<file path="src/sv/esg_pkg.sv">
// Shared constants, types and arithmetic helpers of the exponential sweep generator.
package esg_pkg;

	localparam int SINE_TABLE_BITS = 10;
	localparam int COUNT_BITS      = 24;
	localparam int SIN_Q           = SINE_TABLE_BITS - 2;
	localparam int SIN_SHIFT       = 16 - SIN_Q;

	localparam int MUL_W  = 33;
	localparam int PROD_W = 2 * MUL_W;
	localparam int X_W    = 17;

	localparam logic [17:0] SIN_A = 18'd102944;
	localparam logic [17:0] SIN_B = 18'd42048;
	localparam logic [17:0] SIN_C = 18'd4640;

	localparam logic [31:0] QUARTER_TURN = 32'h4000_0000;

	localparam int ADDR_W = 5;

	localparam logic [2:0] REG_START_STEP = 3'd0;
	localparam logic [2:0] REG_STEP_RATIO = 3'd1;
	localparam logic [2:0] REG_SWEEP_LEN  = 3'd2;
	localparam logic [2:0] REG_FADE_LEN   = 3'd3;
	localparam logic [2:0] REG_FADE_STEP  = 3'd4;
	localparam logic [2:0] REG_AMPLITUDE  = 3'd5;

	typedef logic signed [MUL_W-1:0]  mul_op_t;
	typedef logic signed [PROD_W-1:0] mul_prod_t;

	// Quarter-wave folded angle, scaled to Q16.
	function automatic logic [X_W-1:0] sine_x(input logic [31:0] ang);
		logic [SINE_TABLE_BITS-1:0] idx;
		logic [SIN_Q-1:0] frac;
		logic [SIN_Q:0] xq;
		idx  = ang[31 -: SINE_TABLE_BITS];
		frac = idx[SIN_Q-1:0];
		if (idx[SIN_Q]) begin
			xq = (SIN_Q+1)'(1 << SIN_Q) - {1'b0, frac};
		end else begin
			xq = {1'b0, frac};
		end
		return X_W'(xq) << SIN_SHIFT;
	endfunction

	// Last step of the polynomial: round to Q15, cap and apply the quadrant sign.
	function automatic logic signed [15:0] sine_finish(input mul_prod_t p, input logic [31:0] ang);
		logic [17:0] y;
		logic [17:0] yr;
		logic [15:0] mag;
		y  = p[33:16];
		yr = (y + 18'd1) >> 1;
		if (yr > 18'd32767) begin
			mag = 16'd32767;
		end else begin
			mag = yr[15:0];
		end
		if (ang[31]) begin
			return -$signed(mag);
		end else begin
			return $signed(mag);
		end
	endfunction

	// Q15 product with round half up and saturation to 16 bits.
	function automatic logic signed [15:0] q15_round_sat(input mul_prod_t p);
		mul_prod_t r;
		r = (p + PROD_W'(16384)) >>> 15;
		if (r > PROD_W'(32767)) begin
			return 16'sh7FFF;
		end else if (r < -PROD_W'(32768)) begin
			return -16'sh8000;
		end else begin
			return r[15:0];
		end
	endfunction

endpackage

</file>
<file path="src/sv/exponential_sweep_generator.sv">
// Each tick runs LOAD, the sine polynomial (X2, C, I1, I2, Y), AMP, AMPR, UPD and OUT; in a fade
// ANG, a second sine pass, GAIN and GAINR follow AMPR; with no sweep running LOAD goes to OUT. The
// next tick is taken only once the sequencer returns to idle, even while the previous sample still
// waits on the output register. All products share one 33x33 multiplier (6 products, 12 in a fade).
// Reset is asynchronous and active low; it clears control state, registers to reset values.
module exponential_sweep_generator (
	input  logic        clk,
	input  logic        arst_n,
	input  logic        s_tvalid,
	output logic        s_tready,
	input  logic [7:0]  s_tdata,   // [0] restart, [7:1] zero
	output logic        m_tvalid,
	input  logic        m_tready,
	output logic [15:0] m_tdata,   // [15:0] sample
	output logic        m_tlast,   // last_sample
	output logic        m_tuser,   // [0] active
	input  logic        psel,
	input  logic        penable,
	input  logic        pwrite,
	input  logic [esg_pkg::ADDR_W-1:0] paddr,
	input  logic [31:0] pwdata,
	output logic [31:0] prdata,
	output logic        pready
);

	typedef enum logic [13:0] {
		ST_IDLE  = 14'b00000000000001,
		ST_LOAD  = 14'b00000000000010,
		ST_X2    = 14'b00000000000100,
		ST_C     = 14'b00000000001000,
		ST_I1    = 14'b00000000010000,
		ST_I2    = 14'b00000000100000,
		ST_Y     = 14'b00000001000000,
		ST_AMP   = 14'b00000010000000,
		ST_AMPR  = 14'b00000100000000,
		ST_ANG   = 14'b00001000000000,
		ST_GAIN  = 14'b00010000000000,
		ST_GAINR = 14'b00100000000000,
		ST_UPD   = 14'b01000000000000,
		ST_OUT   = 14'b10000000000000
	} state_t;

	state_t state_q;

	logic [30:0] start_q;
	logic [31:0] ratio_q;
	logic [23:0] len_q;
	logic [22:0] fadel_q;
	logic [30:0] fas_q;
	logic signed [15:0] amp_q;

	logic [31:0] phase_q;
	logic [31:0] step_q;
	logic [esg_pkg::COUNT_BITS-1:0] cnt_q;
	logic        running_q;

	logic [31:0] ang_q;
	logic [esg_pkg::X_W-1:0] x2_q;
	logic signed [15:0] sin_q;
	logic signed [15:0] s_q;
	logic signed [15:0] gain_q;
	logic [esg_pkg::COUNT_BITS-1:0] fi_q;
	logic        in_fade_q;
	logic        last_q;
	logic        pass_q;
	logic        res_active_q;

	logic        out_valid_q;
	logic [15:0] out_data_q;
	logic        out_last_q;
	logic        out_active_q;

	esg_pkg::mul_op_t   mul_a;
	esg_pkg::mul_op_t   mul_b;
	esg_pkg::mul_prod_t p_q;

	logic [esg_pkg::X_W-1:0] x_w;
	logic [17:0] inner1_w;
	logic [17:0] inner2_w;
	logic signed [15:0] sin_w;
	logic signed [16:0] gain_w;
	logic [31:0] step_next_w;

	logic [esg_pkg::COUNT_BITS-1:0] len_w;
	logic [esg_pkg::COUNT_BITS-1:0] half_w;
	logic [esg_pkg::COUNT_BITS-1:0] fade_w;
	logic [esg_pkg::COUNT_BITS-1:0] tail_w;
	logic        last_w;

	logic        in_acc;
	logic        cfg_wr;

	assign s_tready = (state_q == ST_IDLE);
	assign in_acc   = s_tvalid && s_tready;
	assign pready   = 1'b1;
	assign cfg_wr   = psel && penable && pwrite && pready;

	assign m_tvalid = out_valid_q;
	assign m_tdata  = out_data_q;
	assign m_tlast  = out_last_q;
	assign m_tuser  = out_active_q;

	esg_mul u_mul (
		.clk (clk),
		.a   (mul_a),
		.b   (mul_b),
		.p_q (p_q)
	);

	// Sweep geometry for the current sample; length zero behaves as one.
	always_comb begin
		len_w  = (len_q == '0) ? esg_pkg::COUNT_BITS'(1) : len_q;
		half_w = len_w >> 1;
		fade_w = ({1'b0, fadel_q} > half_w) ? half_w : {1'b0, fadel_q};
		tail_w = len_w - esg_pkg::COUNT_BITS'(1) - cnt_q;
		last_w = ({1'b0, cnt_q} + (esg_pkg::COUNT_BITS+1)'(1)) >= {1'b0, len_w};
	end

	always_comb begin
		x_w      = esg_pkg::sine_x(ang_q);
		inner1_w = esg_pkg::SIN_B - {2'b00, p_q[31:16]};
		inner2_w = esg_pkg::SIN_A - {1'b0, p_q[32:16]};
		sin_w    = esg_pkg::sine_finish(p_q, ang_q);
		gain_w   = (17'sd32768 - 17'(sin_w)) >>> 1;
		if (p_q[65:31] > 35'h0_FFFF_FFFF) begin
			step_next_w = 32'hFFFF_FFFF;
		end else begin
			step_next_w = p_q[62:31];
		end
	end

	// Operand selection for the shared multiplier.
	always_comb begin
		mul_a = '0;
		mul_b = '0;
		unique case (state_q)
			ST_X2: begin
				mul_a = esg_pkg::MUL_W'(x_w);
				mul_b = esg_pkg::MUL_W'(x_w);
			end
			ST_C: begin
				mul_a = esg_pkg::MUL_W'(p_q[32:16]);
				mul_b = esg_pkg::MUL_W'(esg_pkg::SIN_C);
			end
			ST_I1: begin
				mul_a = esg_pkg::MUL_W'(x2_q);
				mul_b = esg_pkg::MUL_W'(inner1_w);
			end
			ST_I2: begin
				mul_a = esg_pkg::MUL_W'(x_w);
				mul_b = esg_pkg::MUL_W'(inner2_w);
			end
			ST_AMP: begin
				mul_a = esg_pkg::MUL_W'(sin_q);
				mul_b = esg_pkg::MUL_W'(amp_q);
			end
			ST_AMPR: begin
				if (in_fade_q) begin
					mul_a = esg_pkg::MUL_W'(fi_q);
					mul_b = esg_pkg::MUL_W'(fas_q);
				end else begin
					mul_a = esg_pkg::MUL_W'(step_q);
					mul_b = esg_pkg::MUL_W'(ratio_q);
				end
			end
			ST_GAIN: begin
				mul_a = esg_pkg::MUL_W'(s_q);
				mul_b = esg_pkg::MUL_W'(gain_q);
			end
			ST_GAINR: begin
				mul_a = esg_pkg::MUL_W'(step_q);
				mul_b = esg_pkg::MUL_W'(ratio_q);
			end
			default: begin
				mul_a = '0;
				mul_b = '0;
			end
		endcase
	end

	always_ff @(posedge clk or negedge arst_n) begin
		if (!arst_n) begin
			start_q <= '0;
			ratio_q <= 32'h8000_0000;
			len_q   <= 24'd16;
			fadel_q <= '0;
			fas_q   <= '0;
			amp_q   <= 16'sh7FFF;
		end else if (cfg_wr) begin
			unique case (paddr[4:2])
				esg_pkg::REG_START_STEP: start_q <= pwdata[30:0];
				esg_pkg::REG_STEP_RATIO: ratio_q <= pwdata;
				esg_pkg::REG_SWEEP_LEN:  len_q   <= pwdata[23:0];
				esg_pkg::REG_FADE_LEN:   fadel_q <= pwdata[22:0];
				esg_pkg::REG_FADE_STEP:  fas_q   <= pwdata[30:0];
				esg_pkg::REG_AMPLITUDE:  amp_q   <= pwdata[15:0];
				default: begin
				end
			endcase
		end
	end

	always_comb begin
		unique case (paddr[4:2])
			esg_pkg::REG_START_STEP: prdata = {1'b0, start_q};
			esg_pkg::REG_STEP_RATIO: prdata = ratio_q;
			esg_pkg::REG_SWEEP_LEN:  prdata = {8'h00, len_q};
			esg_pkg::REG_FADE_LEN:   prdata = {9'h000, fadel_q};
			esg_pkg::REG_FADE_STEP:  prdata = {1'b0, fas_q};
			esg_pkg::REG_AMPLITUDE:  prdata = {16'h0000, amp_q};
			default:                 prdata = '0;
		endcase
	end

	// Sequencer and sweep state.
	always_ff @(posedge clk or negedge arst_n) begin
		if (!arst_n) begin
			state_q     <= ST_IDLE;
			phase_q     <= '0;
			step_q      <= '0;
			cnt_q       <= '0;
			running_q   <= 1'b0;
			out_valid_q <= 1'b0;
		end else begin
			if (state_q == ST_OUT && (!out_valid_q || m_tready)) begin
				out_valid_q <= 1'b1;
			end else if (out_valid_q && m_tready) begin
				out_valid_q <= 1'b0;
			end
			unique case (state_q)
				ST_IDLE: begin
					if (in_acc) begin
						if (s_tdata[0]) begin
							phase_q   <= '0;
							step_q    <= {1'b0, start_q};
							cnt_q     <= '0;
							running_q <= 1'b1;
						end
						state_q <= ST_LOAD;
					end
				end
				ST_LOAD:  state_q <= running_q ? ST_X2 : ST_OUT;
				ST_X2:    state_q <= ST_C;
				ST_C:     state_q <= ST_I1;
				ST_I1:    state_q <= ST_I2;
				ST_I2:    state_q <= ST_Y;
				ST_Y:     state_q <= pass_q ? ST_GAIN : ST_AMP;
				ST_AMP:   state_q <= ST_AMPR;
				ST_AMPR:  state_q <= in_fade_q ? ST_ANG : ST_UPD;
				ST_ANG:   state_q <= ST_X2;
				ST_GAIN:  state_q <= ST_GAINR;
				ST_GAINR: state_q <= ST_UPD;
				ST_UPD: begin
					phase_q <= phase_q + step_q;
					step_q  <= step_next_w;
					cnt_q   <= cnt_q + esg_pkg::COUNT_BITS'(1);
					if (last_q) begin
						running_q <= 1'b0;
					end
					state_q <= ST_OUT;
				end
				ST_OUT: begin
					// Hold here until the output register is free.
					if (!out_valid_q || m_tready) begin
						state_q <= ST_IDLE;
					end
				end
				default: state_q <= ST_IDLE;
			endcase
		end
	end

	// Datapath working registers.
	always_ff @(posedge clk) begin
		unique case (state_q)
			ST_LOAD: begin
				ang_q        <= phase_q;
				pass_q       <= 1'b0;
				res_active_q <= running_q;
				last_q       <= last_w;
				if (cnt_q < fade_w) begin
					in_fade_q <= 1'b1;
					fi_q      <= cnt_q;
				end else if (cnt_q < len_w && tail_w < fade_w) begin
					in_fade_q <= 1'b1;
					fi_q      <= tail_w;
				end else begin
					in_fade_q <= 1'b0;
					fi_q      <= '0;
				end
			end
			ST_C: x2_q <= p_q[32:16];
			ST_Y: begin
				if (pass_q) begin
					gain_q <= gain_w[15:0];
				end else begin
					sin_q <= sin_w;
				end
			end
			ST_AMPR:  s_q <= esg_pkg::q15_round_sat(p_q);
			ST_ANG: begin
				ang_q  <= p_q[31:0] + esg_pkg::QUARTER_TURN;
				pass_q <= 1'b1;
			end
			ST_GAINR: s_q <= esg_pkg::q15_round_sat(p_q);
			ST_OUT: begin
				if (!out_valid_q || m_tready) begin
					out_data_q   <= res_active_q ? s_q : 16'h0000;
					out_last_q   <= res_active_q && last_q;
					out_active_q <= res_active_q;
				end
			end
			default: begin
			end
		endcase
	end

endmodule

</file>
<file path="src/sv/esg_mul.sv">
// Shared signed multiplier with a registered product.
module esg_mul (
	input  logic              clk,
	input  esg_pkg::mul_op_t  a,
	input  esg_pkg::mul_op_t  b,
	output esg_pkg::mul_prod_t p_q
);

	always_ff @(posedge clk) begin
		p_q <= a * b;
	end

endmodule

</file>
<file path="config.mk">
export PLATFORM = sky130hd
export DESIGN_NAME = exponential_sweep_generator
export DESIGN_NICKNAME = d
export VERILOG_FILES = /design/src/sv/esg_pkg.sv /design/src/sv/exponential_sweep_generator.sv /design/src/sv/esg_mul.sv
export SDC_FILE = /design/constraint.sdc
export NUM_CORES = 2
export LEC_CHECK = 0
export BUFFER_PORTS_ARGS = -buffer_cell sky130_fd_sc_hd__buf_4
export CAP_MARGIN = 20
export CORE_UTILIZATION = 35
export DETAILED_ROUTE_END_ITERATION = 10
export GPL_TIMING_DRIVEN = 0
export PLACE_DENSITY = 0.51
export SLEW_MARGIN = 5
export SYNTH_ARGS = -nofsm -noshare
export SYNTH_HDL_FRONTEND = slang
export SYNTH_SLANG_ARGS = --single-unit
</file>
<file path="constraint.sdc">
create_clock -name clk -period 12.65 [get_ports clk]
set_clock_uncertainty 0.1 [all_clocks]
set_input_delay 0 -clock clk [delete_from_list [all_inputs] [get_ports clk]]
set_output_delay 0 -clock clk [all_outputs]
set_load 0.05 [all_outputs]
</file>
* Word-level counts from Yosys, hierarchy flattened
Cells that the tools add are included.
** Cells by class
- $mul :: 1
- Add/subtract/negate cells :: 13
- Mux-type cells :: 38
- Magnitude comparators :: 9
- Reductions and logical operators :: 28
- Equal/unequal tests :: 23
- Bitwise operators :: 1
** Operator list (number)
- 33-bit case mux with 8 select lines :: 1
- 33-bit case mux with 7 select lines :: 1
- 32-bit 2-to-1 mux :: 7
- 14-bit case mux with 14 select lines :: 1
- 32-bit case mux with 2 select lines :: 3
- 32-bit case mux with 6 select lines :: 1
- 24-bit 2-to-1 mux :: 5
- 66-bit by 16-bit adder with 66-bit output, second input constant :: 1
- 33-bit by 33-bit multiplier with 66-bit output :: 1
- 51-bit by 16-bit > comparator with 1-bit output, second input constant :: 1
- 51-bit by 16-bit less-than comparator with 1-bit output, second input constant :: 1
- 24-bit by 23-bit less-than comparator with 1-bit output :: 2
- 16-bit 2-to-1 mux :: 3
- 24-bit case mux with 2 select lines :: 1
- 14-bit 2-to-1 mux :: 3
- 35-bit by 32-bit > comparator with 1-bit output, second input constant :: 1
- 32-bit by 31-bit adder with 32-bit output, second input constant :: 1
- 32-bit adder :: 1
- 24-bit by 1-bit adder with 25-bit output, second input constant :: 1
- 25-bit by 24-bit >= comparator with 1-bit output :: 1
- 24-bit by 1-bit adder with 24-bit output, second input constant :: 1
- 24-bit logical NOT :: 1
- 24-bit less-than comparator :: 1
- 24-bit by 1-bit subtractor with 24-bit output, second input constant :: 1
- other kinds (44) :: 72
** Word-level totals
- Input port bits :: 52
- Output and inout port bits :: 53
- Register bits :: 470

* Depth between registers and ports, before layout
- Depth after elaboration :: 8
- Mapped depth :: 42

* Modules after synthesis
Synthesis repeated with hierarchy kept, for this count alone.
** Second synthesis, totals
- Cell total of the unflattened synthesis :: 7034
- Area, all modules :: 66372.4 µm²
** Modules (own cells, without submodules)
- esg_mul :: times used 1, area an instance 40307.4 µm², seq. area each 1321.3 µm², cells an instance 4302
- exponential_sweep_generator :: times used 1, area an instance 26065.0 µm², seq. area each 10187.3 µm², cells an instance 2732

* Worst setup path before layout
No wires, ideal clock.
- Path type :: reg-to-reg
- Start point :: register state_q[5]
- End point :: register u_mul.p_q[64]
- Setup slack :: 1.853 ns
- Path buffers :: 7
- Required time :: 12.418 ns
- Arrival time :: 10.565 ns
- Stages on the path, launching flop included :: 40
- Cell sequence :: dfrtp_1 buf_2 or4_1 buf_2 a211oi_2 and2_1 buf_2 buf_2 buf_1 nand2_1 nand2_1 a221o_1 clkbuf_1 nand2_1 fa_1 inv_1 fa_1 fa_1 (+4 left out) fa_1 fa_1 inv_1 fa_1 inv_1 ha_1 clkbuf_1 a21o_1 a21o_1 a21oi_1 nor2b_1 o21ai_0 nand2b_1 a31oi_1 o21ai_0 a311oi_1 o41ai_2 xor2_1
** Between the ends
- Longest elaborated chain between the ends :: 4
- Elaborated cells between the ends (all ways) :: 12
** Ends and longest elaborated chain
- from (decl) :: RTL line exponential_sweep_generator.sv:43 : state_t state_q;
- from (signal assigned) :: RTL line exponential_sweep_generator.sv:242 : ST_LOAD: state_q <= running_q ? ST_X2 : ST_OUT;
- from (signal assigned) :: RTL line exponential_sweep_generator.sv:247 : ST_Y: state_q <= pass_q ? ST_GAIN : ST_AMP;
- from (signal assigned) :: RTL line exponential_sweep_generator.sv:249 : ST_AMPR: state_q <= in_fade_q ? ST_ANG : ST_UPD;
- 14-bit by 6-bit equality test with 1-bit output / 14-bit by 3-bit equality test with 1-bit output (equally long branches) :: RTL line exponential_sweep_generator.sv:136 : unique case (state_q)
- 2-bit OR reduction (no line)
- 33-bit case mux with 7 select lines :: RTL line exponential_sweep_generator.sv:136
- 33-bit by 33-bit multiplier with 66-bit output * :: RTL line esg_mul.sv:10 : p_q <= a * b;
- to (signal assigned) :: RTL line esg_mul.sv:10
- to (decl) :: RTL line esg_mul.sv:6 : output esg_pkg::mul_prod_t p_q
Every way passes the cells marked *; elsewhere a longest branch is shown, timed or not.
A chain may end at the register's enable or synchronous reset.

* Worst setup path in the final report
- Start point :: register state_q[7]
- End point :: register u_mul.p_q[52]
Same word-level chain as after synthesis.

==> results by group <==
Outcome
  • Status: finished, final reports clean

Die
  • Row count: 158
  • Ports: roughly 110
  • Die area: around 190,000 µm²
  • Die W: around 440 µm
  • Die height: between 400 and 500 µm
  • Placeable Area: 186,000 µm²
  • Starting Density: 0.353

Yosys
  • Syn Area/Cell: between 8 and 9 µm²
  • Ys async rst share: 0.601
  • Netlist cell types: just under 100
  • #FFs+latches synth: between 400 and 500
  • Post-Syn Nets: 8,915
  • Register area share after synthesis: 0.171
  • Commonest register cell after synthesis: dfrtp_1
  • Count of flip-flops with a built-in enable after synthesis: approximately 120
  • Post-synthesis instance total: about 7,300
  • Cell Area, Synth: around 66,000 µm²
  • Syn. warnings: 0

Worst setup path
  • Arrival @ worst endpoint: around 13 ns
  • Crit-path leading delay family: adder cells
  • Critical path's slowest cell: clkbuf_1
  • Startpoint type of the worst setup path: register
  • Crit path buffers/inverters: 12
  • Most frequent cell on the critical path: fa_1
  • Worst setup path class: register to register
  • Critical path startpoint: state_q[7]
  • Reg-to-reg slack, setup: 0.12 ns
  • FF-to-FF Start: state_q[7]
  • CP Max Fanout: 10
  • Reg2reg path depth: 37
  • RR Endpoint: u_mul.p_q[52]
  • Worst setup EP type: register
  • Required @ worst endpoint: approximately 13 ns
  • Worst path max stage delay: 0.69 ns

STA
  • Final setup viols: 0
  • Slew Limit Headroom: 0.182
  • Slew @ Worst Pin: roughly 1.2 ns
  • Final Critical Period: 12.53 ns
  • FMAX: between 70 and 80 MHz
  • Final WS setup: about 0.12 ns
  • Final worst path period share: 0.991
  • Max-slew violations: 0
  • Final-report hold violation count: 0

Power and ir drop
  • Overall Power: about 4.9 mW
  • Leakage power: about 36 nW
  • Switching Share: 0.388
  • PD cells: slightly below 70 nW/µm²
  • Power Internal: ~3 mW
  • Switching power: 1.92 mW
  • Worst vdd ir: ~120 µV
  • Clock Power Share: 0.320
  • Sequential Power Share: 0.392
  • Combinational Power Share: 0.287

Place
  • Pre-CTS setup slack: -2.54 ns
  • Port Buffers: a little over 90
  • Final HPWL DP: roughly 250,000 µm
  • Placer Congestion: between 1 and 1.5

GRT
  • Global-route wire length before repair: about 420,000 µm
  • GR Overflow Total: 0
  • Initial antenna violation count: 18
  • All-layer global routing usage: 0.309
  • Vias in the first global route: 56,683
  • Largest net degree at the start of global routing: around 110

Cells and area
  • Final nets: 9,185
  • Fin util: 0.395
  • Share of layout cells above drive strength 1: 0.0920
  • Commonest non-fill, non-tap cell in the layout: inv_1
  • FILL cells: about 19,000
  • Area growth from synthesis to layout: 11.8%
  • Commonest cells after routing, fill and taps aside: 1,428 x inv_1, 1,144 x fa_1, 972 x nand2_1

Clocking
  • Htree depth: 2
  • CTS tree: yes
  • Root buffer cell: clkbuf_16
  • Sink Count: about 430
  • Num CTS Buffers: 52
  • Clock Path Buffers: 3
  • Clock Latency Late Sink: 0.65 ns
  • Clock Pin Slew Worst Setup and Hold Paths: ~0.07 ns

Hold path
  • Hold Path Class: primary input to register
  • Worst Hold Path EP: start_q[9]
  • Hold Crit Depth: 4
  • Hold_sp: penable

Run
  • Max capacitance violation total: 0

Routing
  • Post-route ant nets: 0
  • Per-cell routed wire length: between 20 and 30 µm
  • DRT Pass-1 Iters: 6
  • DRC viols: 0
  • Drt total wl: roughly 290,000 µm
  • Via count: ~56,000
  • Starting DRT DRC Count: approximately 5,700
  • Post-DR vias/cell: between 5 and 6
-- power groups by stage --
stage / sequential, mW / combinational, mW / clock, mW
detailed placement: 1.94 / 1.37 / 0
CTS: 1.92 / 1.40 / 1.59
global placement: 1.93 / 1.34 / 0
floorplan: 1.75 / 0.935 / 0
finish: 1.94 / 1.42 / 1.58
global route: 1.94 / 1.55 / 1.65
-- layer usage --
| metal | wire length, µm | track usage | vias up |
|---|---|---|---|
| li1 | - | - | 23610 |
| met1 | 121000 | 0.417 | 28777 |
| met2 | 128000 | 0.473 | 2557 |
| met3 | 24500 | 0.0565 | 632 |
| met4 | 19100 | 0.162 | 8 |
| met5 | 61 | 0 | - |
-- synth_stat cells (18+ instances only) --
library cell | instances | area, µm²
inv_1 | 1433 | 5380
fa_1 | 1146 | 22900
nand2_1 | 976 | 3660
nor2_1 | 655 | 2460
ha_1 | 390 | 4880
clkbuf_1 | 315 | 1180
dfrtp_1 | 243 | 6080
o21ai_0 | 210 | 1050
a21oi_1 | 197 | 986
nand3_1 | 164 | 821
mux2_2 | 138 | 1550
xnor2_1 | 135 | 1180
edfxtp_1 | 121 | 3630
a21o_1 | 76 | 571
nor3_1 | 71 | 355
a22oi_1 | 69 | 518
xor2_1 | 69 | 604
dfxtp_1 | 52 | 1040
and2_1 | 48 | 300
buf_2 | 48 | 240
mux2i_1 | 46 | 460
nand4_1 | 44 | 275
a221oi_1 | 38 | 333
a221o_1 | 37 | 370
nor2b_1 | 37 | 231
nor4_1 | 35 | 219
and3_1 | 34 | 213
nand2b_1 | 33 | 206
a31oi_1 | 31 | 194
o31ai_1 | 29 | 218
or3_1 | 28 | 175
buf_1 | 27 | 101
o21bai_1 | 26 | 195
o21a_1 | 24 | 180
a211oi_1 | 22 | 165
a22o_1 | 18 | 158
dfstp_2 | 18 | 473
or2_2 | 18 | 113
-- tightest hold or removal path, stage by stage --
cell	delay, ns
buf_4	0.11
nand3_1	0.26
nor4_1	0.18
mux2_2	0.25
-- what timing repair did --
action                                 4_1_cts  5_1_grt
pin swaps                                    5        2
setup endpoints to repair                   45       20
resized for setup                          122      103
gates cloned                                 0        0
setup buffers                               16       10
hold buffers                                43        0
endpoints found under the hold margin      406        0
-- worst max path at each step --
stage	endpoint	slack (ns)	cells after the start
floorplan	u_mul.p_q[64]	1.85	39
global placement	u_mul.p_q[52]	-3.27	39
detailed placement	u_mul.p_q[62]	-2.54	36
CTS	u_mul.p_q[55]	0.003	39
global route	u_mul.p_q[55]	-0.02	37
finish	u_mul.p_q[52]	0.12	37
-- kinds of logic (layout without fill, tap and decap cells) --
kind of cell | after synthesis | count (layout) | share of synthesized area
AOI/OAI and AO/OA | 913 | 913 | 0.0928
xor gates and xnor gates | 204 | 204 | 0.0272
adders and majority gates | 1536 | 1536 | 0.423
buffers and inverters | 1828 | 2142 | 0.105
DFF | 434 | 434 | 0.171
muxes | 188 | 188 | 0.0318
other | 2 | 5 | 0.000114
and+or+nand+nor | 2222 | 2222 | 0.149
-- cell type report --
cell class              count  area (µm²)  share of cell area
inverters                1435        5400              0.0735
well taps                2480        3100              0.0422
flip-flops and latches    434       11200               0.153
multi-input cells        5065       48100               0.654
plain buffers             374        1680              0.0228
clock buffers              74        1500              0.0203
repair buffers            235        2300              0.0312
diodes                      3        7.51            0.000102
clock inverters            24         250             0.00340
-- flip-flops by register name, summed over array words and instances (netlist names), 17 cells and up --
register and cells:
cnt_q 24, fadel_q 23, fas_q 31, fi_q 24
len_q 24, phase_q 32, ratio_q 32, start_q 31
step_q 32, u_mul.p_q 52, x2_q 17
-- per-stage QoR --
stage                     instance area (µm²)  cells  hold slack, ns  setup TNS [ns]
final                                   73500  10124          0.0944               0
after global routing                    73500  10121          0.0952         -0.0152
after CTS                               73300  10121          0.0525               0
after detailed placement                70700   9970          -0.167          -52.98
after global placement                  69500   9900           0.137          -87.59
after floorplan                         65700   7327          -0.396               0
(Power assumes the default switching activity.)
